### config.mk
export PLATFORM = sky130hd
export DESIGN_NAME = plain_text_line_and_space_encoder
export DESIGN_NICKNAME = d
export VERILOG_FILES = /design/src/rtl/core/ptlse_pkg.sv /design/src/rtl/core/ptlse_mod_unit.sv /design/src/rtl/core/plain_text_line_and_space_encoder.sv
export SDC_FILE = /design/constraint.sdc
export NUM_CORES = 1
export LEC_CHECK = 0
export BUFFER_PORTS_ARGS = -buffer_cell sky130_fd_sc_hd__buf_4
export CORE_MARGIN = 5
export CORE_UTILIZATION = 60
export DETAILED_ROUTE_END_ITERATION = 8
export PLACE_DENSITY = 0.78
export SETUP_SLACK_MARGIN = 0.3
export SLEW_MARGIN = 0
export SYNTH_ARGS = -nofsm -noshare
export SYNTH_HDL_FRONTEND = slang
export SYNTH_SLANG_ARGS = --single-unit
### constraint.sdc
create_clock -name clk -period 11.35 [get_ports clk]
set_input_delay 0.5675 -clock clk [delete_from_list [all_inputs] [get_ports clk]]
set_output_delay 0.5675 -clock clk [all_outputs]
set_load 0.005 [all_outputs]
### src/rtl/core/ptlse_pkg.sv
// Shared types, character codes and helpers of the plain text line and space encoder.
// No dependencies; used by ptlse_mod_unit and plain_text_line_and_space_encoder.
package ptlse_pkg;

    // Field widths
    localparam int CODE_W = 16;
    localparam int TW_W   = 5;
    localparam int EOL_W  = 3;

    // Tab stop limits
    localparam logic [TW_W-1:0] TAB_MIN = 5'd1;
    localparam logic [TW_W-1:0] TAB_MAX = 5'd16;
    localparam logic [TW_W-1:0] TAB_RST = 5'd8;

    // Character codes
    localparam logic [CODE_W-1:0] CH_NUL   = 16'd0;
    localparam logic [CODE_W-1:0] CH_TAB   = 16'd9;
    localparam logic [CODE_W-1:0] CH_LF    = 16'd10;
    localparam logic [CODE_W-1:0] CH_CR    = 16'd13;
    localparam logic [CODE_W-1:0] CH_SPACE = 16'd32;
    localparam logic [CODE_W-1:0] CH_BANG  = 16'd33;
    localparam logic [CODE_W-1:0] CH_DOT   = 16'd46;
    localparam logic [CODE_W-1:0] CH_COLON = 16'd58;
    localparam logic [CODE_W-1:0] CH_SEMI  = 16'd59;
    localparam logic [CODE_W-1:0] CH_QUEST = 16'd63;

    // Break bytes
    localparam logic [CODE_W-1:0] BRK_SOFT = 16'd0;
    localparam logic [CODE_W-1:0] BRK_HARD = 16'd10;

    // Largest bijective base-8 digit
    localparam logic [3:0] DIGIT_MAX = 4'd8;

    // Line end kinds, one bit each
    localparam logic [EOL_W-1:0] EOL_NONE = 3'b000;
    localparam logic [EOL_W-1:0] EOL_NUL  = 3'b001;
    localparam logic [EOL_W-1:0] EOL_LF   = 3'b010;
    localparam logic [EOL_W-1:0] EOL_CR   = 3'b100;

    // Kind bit of a line end code, none for any other code
    function automatic logic [EOL_W-1:0] eol_kind(input logic [CODE_W-1:0] c);
        logic [EOL_W-1:0] k;
        k = EOL_NONE;
        if (c == CH_NUL)
            k = EOL_NUL;
        else if (c == CH_LF)
            k = EOL_LF;
        else if (c == CH_CR)
            k = EOL_CR;
        return k;
    endfunction

    // Sentence ending punctuation
    function automatic logic ends_sentence(input logic [CODE_W-1:0] c);
        return (c == CH_DOT) || (c == CH_BANG) || (c == CH_QUEST) ||
               (c == CH_COLON) || (c == CH_SEMI);
    endfunction

    // One restoring remainder step: bring in one dividend bit, subtract once
    function automatic logic [TW_W-1:0] rem_step(input logic [TW_W-1:0] rem,
                                                 input logic b,
                                                 input logic [TW_W-1:0] div);
        logic [TW_W:0] r;
        r = {rem, b};
        if (r >= {1'b0, div})
            r = r - {1'b0, div};
        return r[TW_W-1:0];
    endfunction

endpackage

### src/rtl/core/ptlse_mod_unit.sv
// Iterative remainder unit: count value modulo tab width, four bits per cycle.
// Depends on ptlse_pkg (rem_step, TW_W).
module ptlse_mod_unit #(
    parameter int COUNT_BITS = 16
) (
    input  logic                          clk,
    input  logic                          rst_n,
    input  logic                          start,
    input  logic [COUNT_BITS-1:0]         dividend,
    input  logic [ptlse_pkg::TW_W-1:0]    divisor,
    output logic                          done,
    output logic [ptlse_pkg::TW_W-1:0]    remainder
);

    localparam int DIG   = (COUNT_BITS + 3) / 4;
    localparam int PAD_W = DIG * 4;
    localparam int CNT_W = $clog2(DIG + 1);

    logic [PAD_W-1:0]              shift_reg;
    logic [ptlse_pkg::TW_W-1:0]    rem_reg;
    logic [ptlse_pkg::TW_W-1:0]    rem_next;
    logic [CNT_W-1:0]              cnt_reg;
    logic                          done_reg;

    // Four dependent subtract steps, most significant bit first
    always_comb
    begin
        rem_next = rem_reg;
        for (int k = 0; k < 4; k++)
        begin
            rem_next = ptlse_pkg::rem_step(rem_next, shift_reg[PAD_W-1-k], divisor);
        end
    end

    // Digit counter and shift register
    always_ff @(posedge clk or negedge rst_n)
    begin
        if (!rst_n)
        begin
            shift_reg <= '0;
            rem_reg   <= '0;
            cnt_reg   <= '0;
            done_reg  <= 1'b0;
        end
        else if (start)
        begin
            shift_reg <= PAD_W'(dividend);
            rem_reg   <= '0;
            cnt_reg   <= CNT_W'(DIG);
            done_reg  <= 1'b0;
        end
        else if (cnt_reg != '0)
        begin
            shift_reg <= shift_reg << 4;
            rem_reg   <= rem_next;
            cnt_reg   <= cnt_reg - 1'b1;
            done_reg  <= (cnt_reg == CNT_W'(1));
        end
        else
        begin
            done_reg <= 1'b0;
        end
    end

    assign done      = done_reg;
    assign remainder = rem_reg;

endmodule

### src/rtl/core/plain_text_line_and_space_encoder.sv
// Top level of the plain text line and space encoder: sequencer, line state, break queue.
// Depends on ptlse_pkg and ptlse_mod_unit.
//
// One character word in, a byte stream out. Runs of spaces and tabs are held back and sent
// as bijective base-8 digits 1..8 (least significant first) before the next visible
// character; line ends give 0 (soft) or 10 (hard) once a later character, a matching line
// end or end of text settles them. The block takes one word at a time and drops s_tready
// while it works. A space gives no output. A visible character sends one word for each
// settled break, each space digit and the character itself, at most eight in all. A line
// end sends the settled breaks at the head of the queue; end of text sends every queued
// break. A tab takes one run of the shared remainder unit for the column and, for each of
// the three break slots, another run if it holds an undecided break.
// The remainder unit is the one modulo datapath; the output register decouples the sink.
module plain_text_line_and_space_encoder #(
    parameter int COUNT_BITS = 16
) (
    input  logic        clk,
    input  logic        rst_n,
    // Input words
    input  logic        s_axis_tvalid,
    output logic        s_axis_tready,
    input  logic [15:0] s_axis_tdata,   // [15:0] char_code
    input  logic        s_axis_tuser,   // [0] end_of_text
    // Output words
    output logic        m_axis_tvalid,
    input  logic        m_axis_tready,
    output logic [15:0] m_axis_tdata,   // [15:0] out_code
    output logic        m_axis_tuser,   // [0] out_is_char
    output logic        m_axis_tlast,   // out_last
    // Tab width register
    input  logic        cfg_valid,
    output logic        cfg_ready,
    input  logic [4:0]  cfg_data        // [4:0] tab_width
);

    localparam int CB     = COUNT_BITS;
    localparam int CW     = ptlse_pkg::CODE_W;
    localparam int TW     = ptlse_pkg::TW_W;
    localparam int EW     = ptlse_pkg::EOL_W;
    localparam int SP_W   = (COUNT_BITS < 13) ? COUNT_BITS : 13;
    localparam int unsigned SPACE_MAX_I = (COUNT_BITS >= 13) ? 4680 : ((1 << COUNT_BITS) - 1);
    localparam logic [SP_W-1:0] SPACE_MAX = SP_W'(SPACE_MAX_I);
    localparam int SLOTS  = 3;

    typedef enum logic [2:0] {
        S_IDLE,
        S_DRAIN,
        S_LEND,
        S_DIGIT,
        S_CHAR,
        S_TAB_SEL,
        S_TAB_WAIT,
        S_FIN
    } state_t;

    typedef enum logic [1:0] {
        K_EOT,
        K_LINE,
        K_VIS
    } kind_t;

    // Sequencer
    state_t              state_reg;
    kind_t               kind_reg;
    logic [CW-1:0]       char_reg;
    logic [2:0]          tgt_reg;
    logic [SP_W-1:0]     digit_reg;

    // Line state
    logic [TW-1:0]       tab_width_reg;
    logic [EW-1:0]       eol_flags_reg;
    logic                para_reg;
    logic [CB-1:0]       col_reg;
    logic [SP_W-1:0]     space_run_reg;
    logic [CB-1:0]       new_indent_reg;
    logic [CB-1:0]       least_reg;
    logic [CW-1:0]       prev_vis_reg;

    // Break queue, slot 0 leaves first
    logic                q_pend_reg [SLOTS];
    logic [EW-1:0]       q_kind_reg [SLOTS];
    logic                q_hard_reg [SLOTS];
    logic [CB-1:0]       q_run_reg  [SLOTS];
    logic [1:0]          q_len_reg;

    // Staged word and output register
    logic                stage_valid_reg;
    logic [CW-1:0]       stage_code_reg;
    logic                stage_is_char_reg;
    logic                m_tvalid_reg;
    logic [CW-1:0]       m_code_reg;
    logic                m_is_char_reg;
    logic                m_last_reg;

    // Combinational
    logic [TW-1:0]       tab_eff;
    logic [CW-1:0]       in_code;
    logic [EW-1:0]       in_kind;
    logic [EW-1:0]       cur_kind;
    logic                in_blank;
    logic                sent_hit;
    logic [TW-1:0]       tab_add;
    logic [TW-1:0]       blank_add;
    logic [CB:0]         col_sum;
    logic [CB-1:0]       col_sat;
    logic [CB:0]         ind_sum;
    logic [CB-1:0]       ind_sat;
    logic [SP_W:0]       sp_sum;
    logic [SP_W-1:0]     sp_sat;
    logic [CB:0]         run_sum [SLOTS];
    logic [CB-1:0]       run_sat [SLOTS];
    logic [EW-1:0]       flags_new;
    logic                line_end;
    logic [2:0]          dig_low;
    logic                dig_big;
    logic [3:0]          dig_val;
    logic [SP_W-1:0]     digit_after;
    logic                out_free;
    logic                can_emit;
    logic                emit_req;
    logic                emit_go;
    logic [CW-1:0]       emit_code;
    logic                emit_is_char;
    logic                fin_go;
    logic                tab_need;
    logic [CB-1:0]       mu_dividend;
    logic                mu_start;
    logic                mu_done;
    logic [TW-1:0]       mu_rem;

    // Effective tab width: zero acts as one, above sixteen as sixteen
    always_comb
    begin
        if (tab_width_reg == '0)
            tab_eff = ptlse_pkg::TAB_MIN;
        else if (tab_width_reg > ptlse_pkg::TAB_MAX)
            tab_eff = ptlse_pkg::TAB_MAX;
        else
            tab_eff = tab_width_reg;
    end

    assign in_code  = s_axis_tdata[CW-1:0];
    assign in_kind  = ptlse_pkg::eol_kind(in_code);
    assign cur_kind = ptlse_pkg::eol_kind(char_reg);
    assign in_blank = (in_code == ptlse_pkg::CH_TAB) || (in_code == ptlse_pkg::CH_SPACE);
    assign sent_hit = ptlse_pkg::ends_sentence(prev_vis_reg);

    // Saturating counters, shared by space, tab and visible character
    assign tab_add   = tab_eff - mu_rem;
    assign blank_add = (state_reg == S_TAB_WAIT) ? tab_add : TW'(1);
    assign col_sum   = {1'b0, col_reg} + (CB+1)'(blank_add);
    assign col_sat   = col_sum[CB] ? '1 : col_sum[CB-1:0];
    assign ind_sum   = {1'b0, new_indent_reg} + (CB+1)'(blank_add);
    assign ind_sat   = ind_sum[CB] ? '1 : ind_sum[CB-1:0];
    assign sp_sum    = {1'b0, space_run_reg} + (SP_W+1)'(blank_add);
    assign sp_sat    = (sp_sum > {1'b0, SPACE_MAX}) ? SPACE_MAX : sp_sum[SP_W-1:0];

    always_comb
    begin
        for (int i = 0; i < SLOTS; i++)
        begin
            run_sum[i] = {1'b0, q_run_reg[i]} + (CB+1)'(blank_add);
            run_sat[i] = run_sum[i][CB] ? '1 : run_sum[i][CB-1:0];
        end
    end

    // Line end kind tracking; a mismatched kind right after another line end is no break
    always_comb
    begin
        if (eol_flags_reg == ptlse_pkg::EOL_NONE)
        begin
            flags_new = cur_kind;
            line_end  = 1'b1;
        end
        else if ((eol_flags_reg & cur_kind) == ptlse_pkg::EOL_NONE)
        begin
            flags_new = ptlse_pkg::EOL_NONE;
            line_end  = 1'b0;
        end
        else
        begin
            flags_new = eol_flags_reg;
            line_end  = 1'b1;
        end
    end

    // Bijective base-8 digit, least significant first
    assign dig_low     = digit_reg[2:0];
    assign dig_big     = (digit_reg > SP_W'(8));
    assign dig_val     = dig_big ? ((dig_low == 3'd0) ? ptlse_pkg::DIGIT_MAX : {1'b0, dig_low})
                                 : digit_reg[3:0];
    assign digit_after = dig_big ? ((digit_reg >> 3) - SP_W'(dig_low == 3'd0)) : '0;

    // Word production through the stage register
    assign out_free = !m_tvalid_reg || m_axis_tready;
    assign can_emit = !stage_valid_reg || out_free;

    always_comb
    begin
        emit_req     = 1'b0;
        emit_code    = ptlse_pkg::BRK_HARD;
        emit_is_char = 1'b0;
        unique case (state_reg)
            S_DRAIN:
            begin
                emit_req  = (q_len_reg != 2'd0) && !q_pend_reg[0];
                emit_code = q_hard_reg[0] ? ptlse_pkg::BRK_HARD : ptlse_pkg::BRK_SOFT;
            end
            S_LEND:
            begin
                emit_req  = line_end && (col_reg == '0) && (q_len_reg == 2'd0);
                emit_code = ptlse_pkg::BRK_HARD;
            end
            S_DIGIT:
            begin
                emit_req  = (digit_reg != '0);
                emit_code = CW'(dig_val);
            end
            S_CHAR:
            begin
                emit_req     = 1'b1;
                emit_code    = char_reg;
                emit_is_char = 1'b1;
            end
            S_IDLE, S_TAB_SEL, S_TAB_WAIT, S_FIN:
            begin
                emit_req = 1'b0;
            end
            default:
            begin
                emit_req = 1'b0;
            end
        endcase
    end

    assign emit_go = emit_req && can_emit;
    assign fin_go  = (state_reg == S_FIN) && stage_valid_reg && out_free;

    // Tab run target: column first, then each waiting break
    always_comb
    begin
        unique case (tgt_reg)
            3'd1:
            begin
                tab_need    = (q_len_reg >= 2'd1) && q_pend_reg[0];
                mu_dividend = q_run_reg[0];
            end
            3'd2:
            begin
                tab_need    = (q_len_reg >= 2'd2) && q_pend_reg[1];
                mu_dividend = q_run_reg[1];
            end
            3'd3:
            begin
                tab_need    = (q_len_reg == 2'd3) && q_pend_reg[2];
                mu_dividend = q_run_reg[2];
            end
            3'd0:
            begin
                tab_need    = 1'b1;
                mu_dividend = col_reg;
            end
            default:
            begin
                tab_need    = 1'b0;
                mu_dividend = col_reg;
            end
        endcase
    end

    assign mu_start = (state_reg == S_TAB_SEL) && tab_need;

    ptlse_mod_unit #(
        .COUNT_BITS (COUNT_BITS)
    ) u_mod (
        .clk       (clk),
        .rst_n     (rst_n),
        .start     (mu_start),
        .dividend  (mu_dividend),
        .divisor   (tab_eff),
        .done      (mu_done),
        .remainder (mu_rem)
    );

    // Sequencer, line state, queue and output registers
    always_ff @(posedge clk or negedge rst_n)
    begin
        if (!rst_n)
        begin
            state_reg         <= S_IDLE;
            kind_reg          <= K_EOT;
            char_reg          <= '0;
            tgt_reg           <= '0;
            digit_reg         <= '0;
            tab_width_reg     <= ptlse_pkg::TAB_RST;
            eol_flags_reg     <= ptlse_pkg::EOL_NONE;
            para_reg          <= 1'b0;
            col_reg           <= '0;
            space_run_reg     <= '0;
            new_indent_reg    <= '0;
            least_reg         <= '1;
            prev_vis_reg      <= '0;
            q_len_reg         <= 2'd0;
            for (int i = 0; i < SLOTS; i++)
            begin
                q_pend_reg[i] <= 1'b0;
                q_kind_reg[i] <= ptlse_pkg::EOL_NONE;
                q_hard_reg[i] <= 1'b0;
                q_run_reg[i]  <= '0;
            end
            stage_valid_reg   <= 1'b0;
            stage_code_reg    <= '0;
            stage_is_char_reg <= 1'b0;
            m_tvalid_reg      <= 1'b0;
            m_code_reg        <= '0;
            m_is_char_reg     <= 1'b0;
            m_last_reg        <= 1'b0;
        end
        else
        begin
            // Tab width register
            if (cfg_valid)
                tab_width_reg <= cfg_data;

            // Stage register takes each new word
            if (emit_go)
            begin
                stage_valid_reg   <= 1'b1;
                stage_code_reg    <= emit_code;
                stage_is_char_reg <= emit_is_char;
            end
            else if (fin_go)
            begin
                stage_valid_reg <= 1'b0;
            end

            // Output register: staged word moves on when displaced or at the end of a step
            if ((emit_go && stage_valid_reg) || fin_go)
            begin
                m_tvalid_reg  <= 1'b1;
                m_code_reg    <= stage_code_reg;
                m_is_char_reg <= stage_is_char_reg;
                m_last_reg    <= fin_go;
            end
            else if (m_axis_tready)
            begin
                m_tvalid_reg <= 1'b0;
            end

            unique case (state_reg)
                // Accept a word and do the updates made on acceptance
                S_IDLE:
                begin
                    if (s_axis_tvalid)
                    begin
                        char_reg <= in_code;
                        if (s_axis_tuser)
                        begin
                            for (int i = 0; i < SLOTS; i++)
                            begin
                                if (q_pend_reg[i])
                                begin
                                    q_pend_reg[i] <= 1'b0;
                                    q_hard_reg[i] <= 1'b1;
                                end
                            end
                            kind_reg  <= K_EOT;
                            state_reg <= S_DRAIN;
                        end
                        else if (in_kind != ptlse_pkg::EOL_NONE)
                        begin
                            for (int i = 0; i < SLOTS; i++)
                            begin
                                if (q_pend_reg[i] && ((q_kind_reg[i] & in_kind) != '0))
                                begin
                                    q_pend_reg[i] <= 1'b0;
                                    q_hard_reg[i] <= 1'b1;
                                end
                            end
                            kind_reg  <= K_LINE;
                            state_reg <= S_DRAIN;
                        end
                        else if (in_blank)
                        begin
                            eol_flags_reg <= ptlse_pkg::EOL_NONE;
                            if (in_code == ptlse_pkg::CH_SPACE)
                            begin
                                for (int i = 0; i < SLOTS; i++)
                                begin
                                    if (q_pend_reg[i])
                                        q_run_reg[i] <= run_sat[i];
                                end
                                col_reg       <= col_sat;
                                space_run_reg <= sp_sat;
                                if (para_reg)
                                    new_indent_reg <= ind_sat;
                            end
                            else
                            begin
                                tgt_reg   <= 3'd0;
                                state_reg <= S_TAB_SEL;
                            end
                        end
                        else
                        begin
                            // Visible character settles every waiting break
                            eol_flags_reg <= ptlse_pkg::EOL_NONE;
                            for (int i = 0; i < SLOTS; i++)
                            begin
                                if (q_pend_reg[i])
                                begin
                                    q_pend_reg[i] <= 1'b0;
                                    q_hard_reg[i] <= (q_run_reg[i] > least_reg) && sent_hit;
                                end
                            end
                            if (para_reg)
                            begin
                                para_reg <= 1'b0;
                                if (new_indent_reg < least_reg)
                                    least_reg <= new_indent_reg;
                            end
                            digit_reg     <= space_run_reg;
                            space_run_reg <= '0;
                            prev_vis_reg  <= in_code;
                            col_reg       <= col_sat;
                            kind_reg      <= K_VIS;
                            state_reg     <= S_DRAIN;
                        end
                    end
                end

                // Send settled breaks from the head of the queue
                S_DRAIN:
                begin
                    if (emit_req)
                    begin
                        if (can_emit)
                        begin
                            for (int i = 0; i < SLOTS - 1; i++)
                            begin
                                q_pend_reg[i] <= q_pend_reg[i+1];
                                q_kind_reg[i] <= q_kind_reg[i+1];
                                q_hard_reg[i] <= q_hard_reg[i+1];
                                q_run_reg[i]  <= q_run_reg[i+1];
                            end
                            q_len_reg <= q_len_reg - 2'd1;
                        end
                    end
                    else
                    begin
                        unique case (kind_reg)
                            K_LINE:  state_reg <= S_LEND;
                            K_VIS:   state_reg <= S_DIGIT;
                            K_EOT:   state_reg <= S_FIN;
                            default: state_reg <= S_FIN;
                        endcase
                    end
                end

                // Line end: direct hard break, or a new queued break
                S_LEND:
                begin
                    if (can_emit)
                    begin
                        eol_flags_reg <= flags_new;
                        if (line_end)
                        begin
                            if (((col_reg != '0) || (q_len_reg != 2'd0)) &&
                                (q_len_reg != 2'(SLOTS)))
                            begin
                                q_pend_reg[q_len_reg] <= (col_reg != '0);
                                q_kind_reg[q_len_reg] <= (col_reg != '0) ? flags_new
                                                                          : ptlse_pkg::EOL_NONE;
                                q_hard_reg[q_len_reg] <= (col_reg == '0);
                                q_run_reg[q_len_reg]  <= '0;
                                q_len_reg             <= q_len_reg + 2'd1;
                            end
                            space_run_reg  <= '0;
                            new_indent_reg <= '0;
                            para_reg       <= 1'b1;
                            col_reg        <= '0;
                        end
                        state_reg <= S_FIN;
                    end
                end

                // Space run digits
                S_DIGIT:
                begin
                    if (!emit_req)
                        state_reg <= S_CHAR;
                    else if (can_emit)
                        digit_reg <= digit_after;
                end

                // Copied character
                S_CHAR:
                begin
                    if (can_emit)
                        state_reg <= S_FIN;
                end

                // Pick the next tab run to advance
                S_TAB_SEL:
                begin
                    if (tgt_reg == 3'd4)
                        state_reg <= S_FIN;
                    else if (tab_need)
                        state_reg <= S_TAB_WAIT;
                    else
                        tgt_reg <= tgt_reg + 3'd1;
                end

                // Advance the run to the next tab stop
                S_TAB_WAIT:
                begin
                    if (mu_done)
                    begin
                        if (tgt_reg == 3'd0)
                        begin
                            col_reg       <= col_sat;
                            space_run_reg <= sp_sat;
                            if (para_reg)
                                new_indent_reg <= ind_sat;
                        end
                        for (int i = 0; i < SLOTS; i++)
                        begin
                            if (tgt_reg == 3'(i + 1))
                                q_run_reg[i] <= run_sat[i];
                        end
                        tgt_reg   <= tgt_reg + 3'd1;
                        state_reg <= S_TAB_SEL;
                    end
                end

                // Close the step with the last word
                S_FIN:
                begin
                    if (!stage_valid_reg || out_free)
                        state_reg <= S_IDLE;
                end

                default:
                begin
                    state_reg <= S_IDLE;
                end
            endcase
        end
    end

    assign s_axis_tready = (state_reg == S_IDLE);
    assign cfg_ready     = 1'b1;
    assign m_axis_tvalid = m_tvalid_reg;
    assign m_axis_tdata  = m_code_reg;
    assign m_axis_tuser  = m_is_char_reg;
    assign m_axis_tlast  = m_last_reg;

`ifndef SYNTHESIS
    // No staged word is left behind when a new input word is taken
    a_idle_stage_empty: assert property (@(posedge clk) disable iff (!rst_n)
        s_axis_tready |-> !stage_valid_reg)
        else $error("stage word pending while accepting input");

    // Remainder results only arrive while a tab run waits for them
    a_mod_done_state: assert property (@(posedge clk) disable iff (!rst_n)
        mu_done |-> (state_reg == S_TAB_WAIT))
        else $error("remainder unit finished outside tab wait");

    // Space digits are always 1..8
    a_digit_range: assert property (@(posedge clk) disable iff (!rst_n)
        (state_reg == S_DIGIT && emit_go) |-> (emit_code != 16'd0 && emit_code <= 16'd8))
        else $error("space digit out of range");

    // Each break sent from the queue removes exactly one slot
    a_drain_pop: assert property (@(posedge clk) disable iff (!rst_n)
        (state_reg == S_DRAIN && emit_go) |=> (q_len_reg == $past(q_len_reg) - 2'd1))
        else $error("break queue length did not drop on send");
`endif

endmodule
==> results_tabular.tex, run 1 <==
\begin{tabular}{lr}
\hline
Metric & Value \\
\hline
\multicolumn{2}{l}{\textbf{Status}} \\
Result of the run & finished, final reports clean \\
\multicolumn{2}{l}{\textbf{Worst setup path}} \\
Maximum fanout encountered on the critical timing path & 6 \\
Path depth of the worst reg2reg path & 32 \\
Class of the most critical setup path & flip-flop to flip-flop \\
Critical register-to-register path startpoint & tab\_width\_reg[1] \\
Dominant cell type by count on the critical path & nor2\_1 \\
Data arrival, critical path & around 8.2 ns \\
Crit path from & tab\_width\_reg[1] \\
Critical path's largest stage delay & roughly 0.44 ns \\
Worst setup path endpoint & u\_mod.remainder[0] \\
Element type at the critical path start & flip-flop \\
Required time of the critical path & roughly 12 ns \\
Crit. End Element & flip-flop \\
Destination of the worst register-to-register timing path & u\_mod.remainder[0] \\
Reg2Reg Setup Slack & around 3.7 ns \\
Slowest CP cell & fa\_1 \\
\multicolumn{2}{l}{\textbf{Placement}} \\
Input/output buffers & 46 \\
Final weighted congestion in routability-driven placement & a little under 1 \\
HPWL after DPL & between 30 and 40 mm \\
Post-placement worst setup slack & $\sim$3.8 ns \\
\multicolumn{2}{l}{\textbf{Final layout}} \\
Max reg flops & 48 \\
Layout overhead on the synthesized area & 8.81\% \\
Final core area utilization & around 66\% \\
Share of post-route cells with drive strength above 1 & 10.4\% \\
Net count, final & 2189 \\
Diode insertion count for antenna repair & 0 \\
\multicolumn{2}{l}{\textbf{STA}} \\
Transition time at the pin with the least slew margin & 1.16 ns \\
Final worst slack & 3.66 ns \\
Slew HR & 22.6\% \\
Worst Clk Skew & 0.0311 ns \\
Fin Setup TNS & 0 ns \\
Setup repair after global routing missed its margin & no \\
F\_max & 130 MHz \\
Post-layout minimum cycle time & 7.69 ns \\
Number of slew-limit violations in the final report & 0 \\
Final critical-path share of the clock period & about 68\% \\
Endpoints failing setup & 0 \\
Count of final hold-check violations & 0 \\
\multicolumn{2}{l}{\textbf{CTS}} \\
Insertion delay of the later-clocked pin in the worst-skew pair & 0.58 ns \\
PostCTS Resize Cnt & 0 \\
Number of clock sinks & 250 \\
CTS tree & done \\
Number of buffers inserted during clock tree synthesis & 29 \\
CTS HTree Levels & 1 \\
Number of buffers added for setup after CTS & 0 \\
Number of buffers inserted by hold repair at cts & 0 \\
Max clock buf depth & 3 \\
Buffer type at the clock tree root & clkbuf\_16 \\
Clock transition at the registers of the reported paths & 0.06 ns \\
\multicolumn{2}{l}{\textbf{Floorplanning}} \\
Die Height & 181 µm \\
Overall die area & approximately 33000 µm² \\
Total I/O pin count & 48 \\
Core area & $\sim$29000 µm² \\
Number of cell rows & 62 \\
Initial core utilization & 61.0\% \\
Floorplan die width & 181 µm \\
\multicolumn{2}{l}{\textbf{Drt}} \\
Routed WL per cell & 20.4 µm \\
Total via count in the routed design & approximately 16000 \\
Vias per std cell & 6.60 \\
DR pass1 iterations & 7 \\
Routed WL & 49.5 mm \\
Initial drt markers & $\sim$2000 \\
DRC violations left & 0 \\
Antenna violation net count after detailed routing & 0 \\
\multicolumn{2}{l}{\textbf{Pwr}} \\
VDD IR max & 0.387 mV \\
Lkg Pwr & slightly below 9 nW \\
Power per unit of standard cell area & 301 nW/µm² \\
\multicolumn{2}{l}{\textbf{Synthesis}} \\
Syn\_nets & 2195 \\
Post-synth cell types & between 100 and 150 \\
Main combinational cell family by area after synthesis & compound AO/OA/AOI/OAI gates \\
Syn Area/Cell & 8.67 µm² \\
Mux share of post-synthesis cell area & 3.86\% \\
Xor-xnor portion of the synthesized cell area & 2.29\% \\
Yosys top cell area share & 33.2\% \\
EDFF count, synth & 0 \\
Sequential element share of the synthesized area & 35.7\% \\
\#FFs+latches synth & 250 \\
Combined area of all synthesized cells & roughly 18000 µm² \\
Post-synthesis adder-cell area fraction & 10.7\% \\
Top cells by area in the synthesized netlist & dfrtp\_1 33\%, ha\_1 9.4\%, nand2\_1 6.4\%, o21ai\_0 4.5\%, a21oi\_1 3.7\% \\
Gate count after technology mapping & 2025 \\
Asr flop ratio synth & 100\% \\
Simple-gate share of the synthesized area & 19.7\% \\
Synthesis Warnings & 0 \\
Cell taking the most area after synthesis & dfrtp\_1 \\
Share of the synthesized area in compound gates (AO/OA/AOI/OAI) & a little under a quarter \\
Synth Flop Type & dfrtp\_1 \\
\multicolumn{2}{l}{\textbf{GRT}} \\
Total gr overflow & 0 \\
First-pass GRT wire length & 80.3 mm \\
Vias in the first global route & 15100 \\
Largest net degree at the start of global routing & 106 \\
Total track usage & between 20\% and 30\% \\
Antenna violations before repair & 3 \\
\multicolumn{2}{l}{\textbf{Flow run}} \\
Max cap viols & 0 \\
\multicolumn{2}{l}{\textbf{Hold path}} \\
Worst hold path class & input pin to asynchronous set/reset pin \\
\hline
\end{tabular}
[how the worst min path moves through the flow]
stage | start | end | slack (ns) | cells after the start
2_1_floorplan | rst_n | char_reg[0] | 0.27 | 0
3_3_place_gp | stage_code_reg[9] | stage_code_reg[9] | 0.45 | 2
3_5_place_dp | stage_code_reg[15] | stage_code_reg[15] | 0.46 | 2
4_1_cts | rst_n | new_indent_reg[7] | 0.07 | 1
5_1_grt | rst_n | new_indent_reg[4] | 0.09 | 1
6_report | rst_n | new_indent_reg[4] | 0.04 | 1
[logic make-up (layout without fill, tap and decap cells)]
group | after synthesis | after routing
simple gates | 722 | 722
compound gates | 607 | 607
flops | 250 | 250
buf+inv | 197 | 212
fa+ha+maj | 143 | 143
mux | 59 | 59
xor+xnor | 46 | 46
other cells | 1 | 1
[cell type report]
type                            instances  area, µm²
Tap cell                              384        480
Timing Repair Buffer                   64        488
Clock buffer                           43        838
Inverter                               96        360
Clock inverter                          9        164
Sequential cell                       250       6280
Fill cell                            2379       9670
Multi-Input combinational cell       1578      10500
[placed cells by master, fill, tap and decap left out, types with 10 or more instances in the layout]
cell type  instances
dfstp_2           17
nor4_1            14
nand4_1           23
o31ai_1           11
nor2_1           140
nor2b_1           24
mux2i_1           13
a222oi_1          19
and3_1            32
nor3_1            30
a31oi_1           30
nand2_1          299
a21oi_1          130
clkbuf_16         29
nand3_1           63
a211oi_1          18
a21o_1            50
a21boi_0          10
mux2_2            36
nand2b_1          16
buf_4             63
o21a_1            12
xnor2_1           26
xor2_1            20
o211ai_1          13
inv_1             95
or3_1             12
a2bb2oi_1         10
dfrtp_1          233
ha_1             132
o21ai_0          159
a22o_1            24
fa_1              11
[report_power, final]
part,leakage [nW],internal (mW),switching [mW]
clock network,0.492,0.601,0.385
logic,5.10,1.40,1.93
registers,3.22,1.17,0.264
[cell usage after synthesis (10+ instances only)]
library cell and instances:
xnor2_1 26, o21a_1 12, o31ai_1 11, nor2_1 141, a222oi_1 19, xor2_1 20
nand4_1 23, o21ai_0 159, a21boi_0 10, and3_1 32, or3_1 12, a22o_1 24
nand3_1 63, nand2b_1 16, a211oi_1 18, nor4_1 15, a2bb2oi_1 10, o211ai_1 13
nor3_1 31, mux2i_1 13, inv_1 95, buf_2 17, ha_1 132, a21oi_1 130
nand2_1 299, a21o_1 50, dfstp_2 17, dfrtp_1 233, a31oi_1 30, mux2_2 36
nor2b_1 24, fa_1 11, clkbuf_1 71
[metal layers]
| metal | part of all wire [%] | GRT usage [%] |
|---|---|---|
| met2 | 44 | 45.8 |
| met4 | 3.6 | 9.40 |
| met5 | 0.040 | 0 |
| met3 | 8.9 | 4.75 |
| met1 | 43 | 42.0 |
[critical path: cells and delay by family (launching register included)]
family | cells | cell delay (ns)
compound gates | 11 | 1.87
fa+ha+maj | 5 | 1.76
buf+inv | 2 | 0.17
flops | 1 | 0.39
mux | 4 | 1.52
simple gates | 10 | 1.91
[per-stage QoR]
stage	cells	area, µm²	power (mW)	hold slack, ns
3_3_place_gp	2372	18100	4.53	0.445
6_report	2424	19100	5.75	0.0354
4_1_cts	2424	19100	5.69	0.0695
5_1_grt	2424	19100	6.18	0.0874
3_5_place_dp	2372	18100	4.69	0.455
2_1_floorplan	2025	17600	3.88	0.272
Note: power is estimated with default switching activity, not from simulation.
==> run 2: changes to the inputs <==
Settings changed: CORE_UTILIZATION 60 to 58, PLACE_DENSITY 0.78 to 0.79.
Clock period 11.35 ns to 6.2 ns, I/O delays scaled along.
==> results_tabular.tex, run 2 (synthesized netlist as in run 1, its figures left out) <==
\begin{tabular}{lr}
\hline
Metric & Value \\
\hline
\multicolumn{2}{l}{\textbf{Status}} \\
Result of the run & complete, but fails checks \\
Failing checks & negative setup slack \\
\multicolumn{2}{l}{\textbf{STA}} \\
Count of final hold-check violations & 0 \\
Post-layout minimum cycle time & about 6.6 ns \\
Transition time at the pin with the least slew margin & 1.31 ns \\
Endpoints failing setup & 5 \\
Final worst slack & -0.444 ns \\
Setup repair after global routing missed its margin & yes \\
Slew HR & between 10 and 15\% \\
F\_max & about 150 MHz \\
Final critical-path share of the clock period & 107\% \\
Number of slew-limit violations in the final report & 0 \\
Worst Clk Skew & 0.0277 ns \\
\multicolumn{2}{l}{\textbf{Drt}} \\
Vias per std cell & $\sim$6.6 \\
DR pass1 iterations & 8 \\
Routed WL per cell & roughly 21 µm \\
Routed WL & 51.2 mm \\
Initial drt markers & 1995 \\
DRC violations left & 0 \\
Antenna violation net count after detailed routing & 0 \\
Total via count in the routed design & 16400 \\
\multicolumn{2}{l}{\textbf{Pwr}} \\
VDD IR max & 1.68 mV \\
Power per unit of standard cell area & around 630 nW/µm² \\
Post-route total power & about 13 mW \\
Lkg Pwr & 9.21 nW \\
\multicolumn{2}{l}{\textbf{Worst setup path}} \\
Destination of the worst register-to-register timing path & u\_mod.remainder[2] \\
Slowest CP cell & fa\_2 \\
Element type at the critical path start & flip-flop \\
Reg2Reg Setup Slack & -0.44 ns \\
Top Family by Delay on Critical Path & compound AO/OA/AOI/OAI gates \\
Crit. End Element & flip-flop \\
Critical register-to-register path startpoint & tab\_width\_reg[2] \\
Class of the most critical setup path & flip-flop to flip-flop \\
Maximum fanout encountered on the critical timing path & 6 \\
Data arrival, critical path & 7.04 ns \\
Path depth of the worst reg2reg path & 32 \\
Required time of the critical path & 6.60 ns \\
Dominant cell type by count on the critical path & nor2\_2 \\
Combined buffer and inverter count along the critical path & 2 \\
Critical path's largest stage delay & 0.41 ns \\
\multicolumn{2}{l}{\textbf{GRT}} \\
First-pass GRT wire length & slightly above 80 mm \\
Largest net degree at the start of global routing & 129 \\
Vias in the first global route & approximately 16000 \\
Antenna violations before repair & 2 \\
Total gr overflow & 0 \\
Total track usage & 29.5\% \\
\multicolumn{2}{l}{\textbf{Floorplanning}} \\
Die Height & 184 µm \\
Core area & 29800 µm² \\
Total I/O pin count & 48 \\
Initial core utilization & 59.0\% \\
Overall die area & 33900 µm² \\
Floorplan die width & 184 µm \\
Number of cell rows & 63 \\
\multicolumn{2}{l}{\textbf{Final layout}} \\
Post-layout instance area & 20000 µm² \\
Commonest cells after routing, fill and taps aside & 299 x nand2\_1, 233 x dfrtp\_1, 158 x o21ai\_0 \\
Most frequent standard cell in the layout excluding fill and tap cells & nand2\_1 \\
Area of the multi-input gates & 10800 µm² \\
Net count, final & 2249 \\
Final core area utilization & between 60\% and 70\% \\
Register area & 6280 µm² \\
Max reg flops & 48 \\
FILL cells & between 2000 and 2500 \\
Layout Cells excl Fill & roughly 2500 \\
Share of post-route cells with drive strength above 1 & 14.4\% \\
Diode insertion count for antenna repair & 0 \\
Layout overhead on the synthesized area & 14.1\% \\
\multicolumn{2}{l}{\textbf{Placement}} \\
Final weighted congestion in routability-driven placement & 1.04 \\
HPWL after DPL & 35.9 mm \\
Input/output buffers & 46 \\
Placed cell areas & approximately 18000 µm² \\
Placed Cells incl. Taps & 2394 \\
Post-placement worst setup slack & -0.375 ns \\
\multicolumn{2}{l}{\textbf{CTS}} \\
CTS HTree Levels & 1 \\
Number of clock sinks & 250 \\
Clock transition at the registers of the reported paths & about 0.06 ns \\
Buffer type at the clock tree root & clkbuf\_16 \\
Insertion delay of the later-clocked pin in the worst-skew pair & approximately 0.58 ns \\
Max clock buf depth & 3 \\
CTS tree & done \\
Number of buffers inserted during clock tree synthesis & 29 \\
\multicolumn{2}{l}{\textbf{Hold path}} \\
Startpoint of the tightest hold check path & s\_axis\_tdata[2] \\
End of the worst hold path & prev\_vis\_reg[2] \\
Cells on Worst Hold Path & 3 \\
Worst hold path class & input pin to flip-flop \\
\multicolumn{2}{l}{\textbf{Flow run}} \\
Max cap viols & 0 \\
\hline
\end{tabular}
run 2: cell types whose count changed in the layout (fill, tap and decap cells not counted), sizes merged:
| cell | delta |
|---|---|
| clkinvlp | +2 |
| dlygate4sd3 | +18 |
| clkbuf | -10 |
| buf | +42 |
| clkinv | +3 |
| bufinv | +6 |
run 2: worst max-delay path by stage:
| stage | start | to | slack, ns | cells past startpoint |
|---|---|---|---|---|
| after global placement | tab_width_reg[3] | u_mod.remainder[0] | -0.03 | 33 |
| after CTS | tab_width_reg[2] | u_mod.remainder[0] | -0.10 | 31 |
| after floorplan | tab_width_reg[2] | u_mod.remainder[0] | 0.08 | 31 |
| after detailed placement | tab_width_reg[3] | u_mod.remainder[0] | -0.38 | 32 |
| after global routing | tab_width_reg[2] | u_mod.remainder[2] | -0.69 | 32 |
| final | tab_width_reg[2] | u_mod.remainder[2] | -0.44 | 32 |
run 2: metrics by stage:
stage               hold slack [ns]  setup TNS, ns
detailed placement            0.455          -1.57
CTS                         0.00500         -0.326
finish                      0.00951          -1.88
global placement              0.447        -0.0318
global route                 0.0308          -3.23
floorplan                    0.0144              0
run 2: report_power, final:
| group | internal (mW) | total (mW) | switching (mW) |
|---|---|---|---|
| registers | 2.14 | 2.61 | 0.470 |
| clock network | 1.32 | 2.08 | 0.752 |
| logic | 3.73 | 7.99 | 4.27 |
run 2: timing repair:
item	4_1_cts	5_1_grt
gates resized for setup	13	18
endpoints found under the hold margin	145	0
buffers inserted	17	9
pin swaps	17	20
hold buffers	18	0
endpoints found under the setup margin	5	7
run 2: per-layer routing:
metal	vias up	track usage, %	wire length (µm)
met5	-	0	23
met4	4	11.0	2200
met3	174	5.16	4330
met1	7948	39.3	20600
li1	7497	-	-
met2	801	48.3	24000
run 2: area by class of cell:
| type | count | area share (%) |
|---|---|---|
| clock inverters | 20 | 1.90 |
| repair buffers | 124 | 4.99 |
| flip-flops and latches | 250 | 31.3 |
| inverters | 96 | 1.80 |
| multi-input cells | 1578 | 53.7 |
| clock buffers | 33 | 3.90 |
| well taps | 390 | 2.43 |
run 2: tightest hold or removal path: cells and delay by family:
family | cells | cell delay, ns
and+or+nand+nor | 2 | 0.11
buffers and inverters | 1 | 0.14
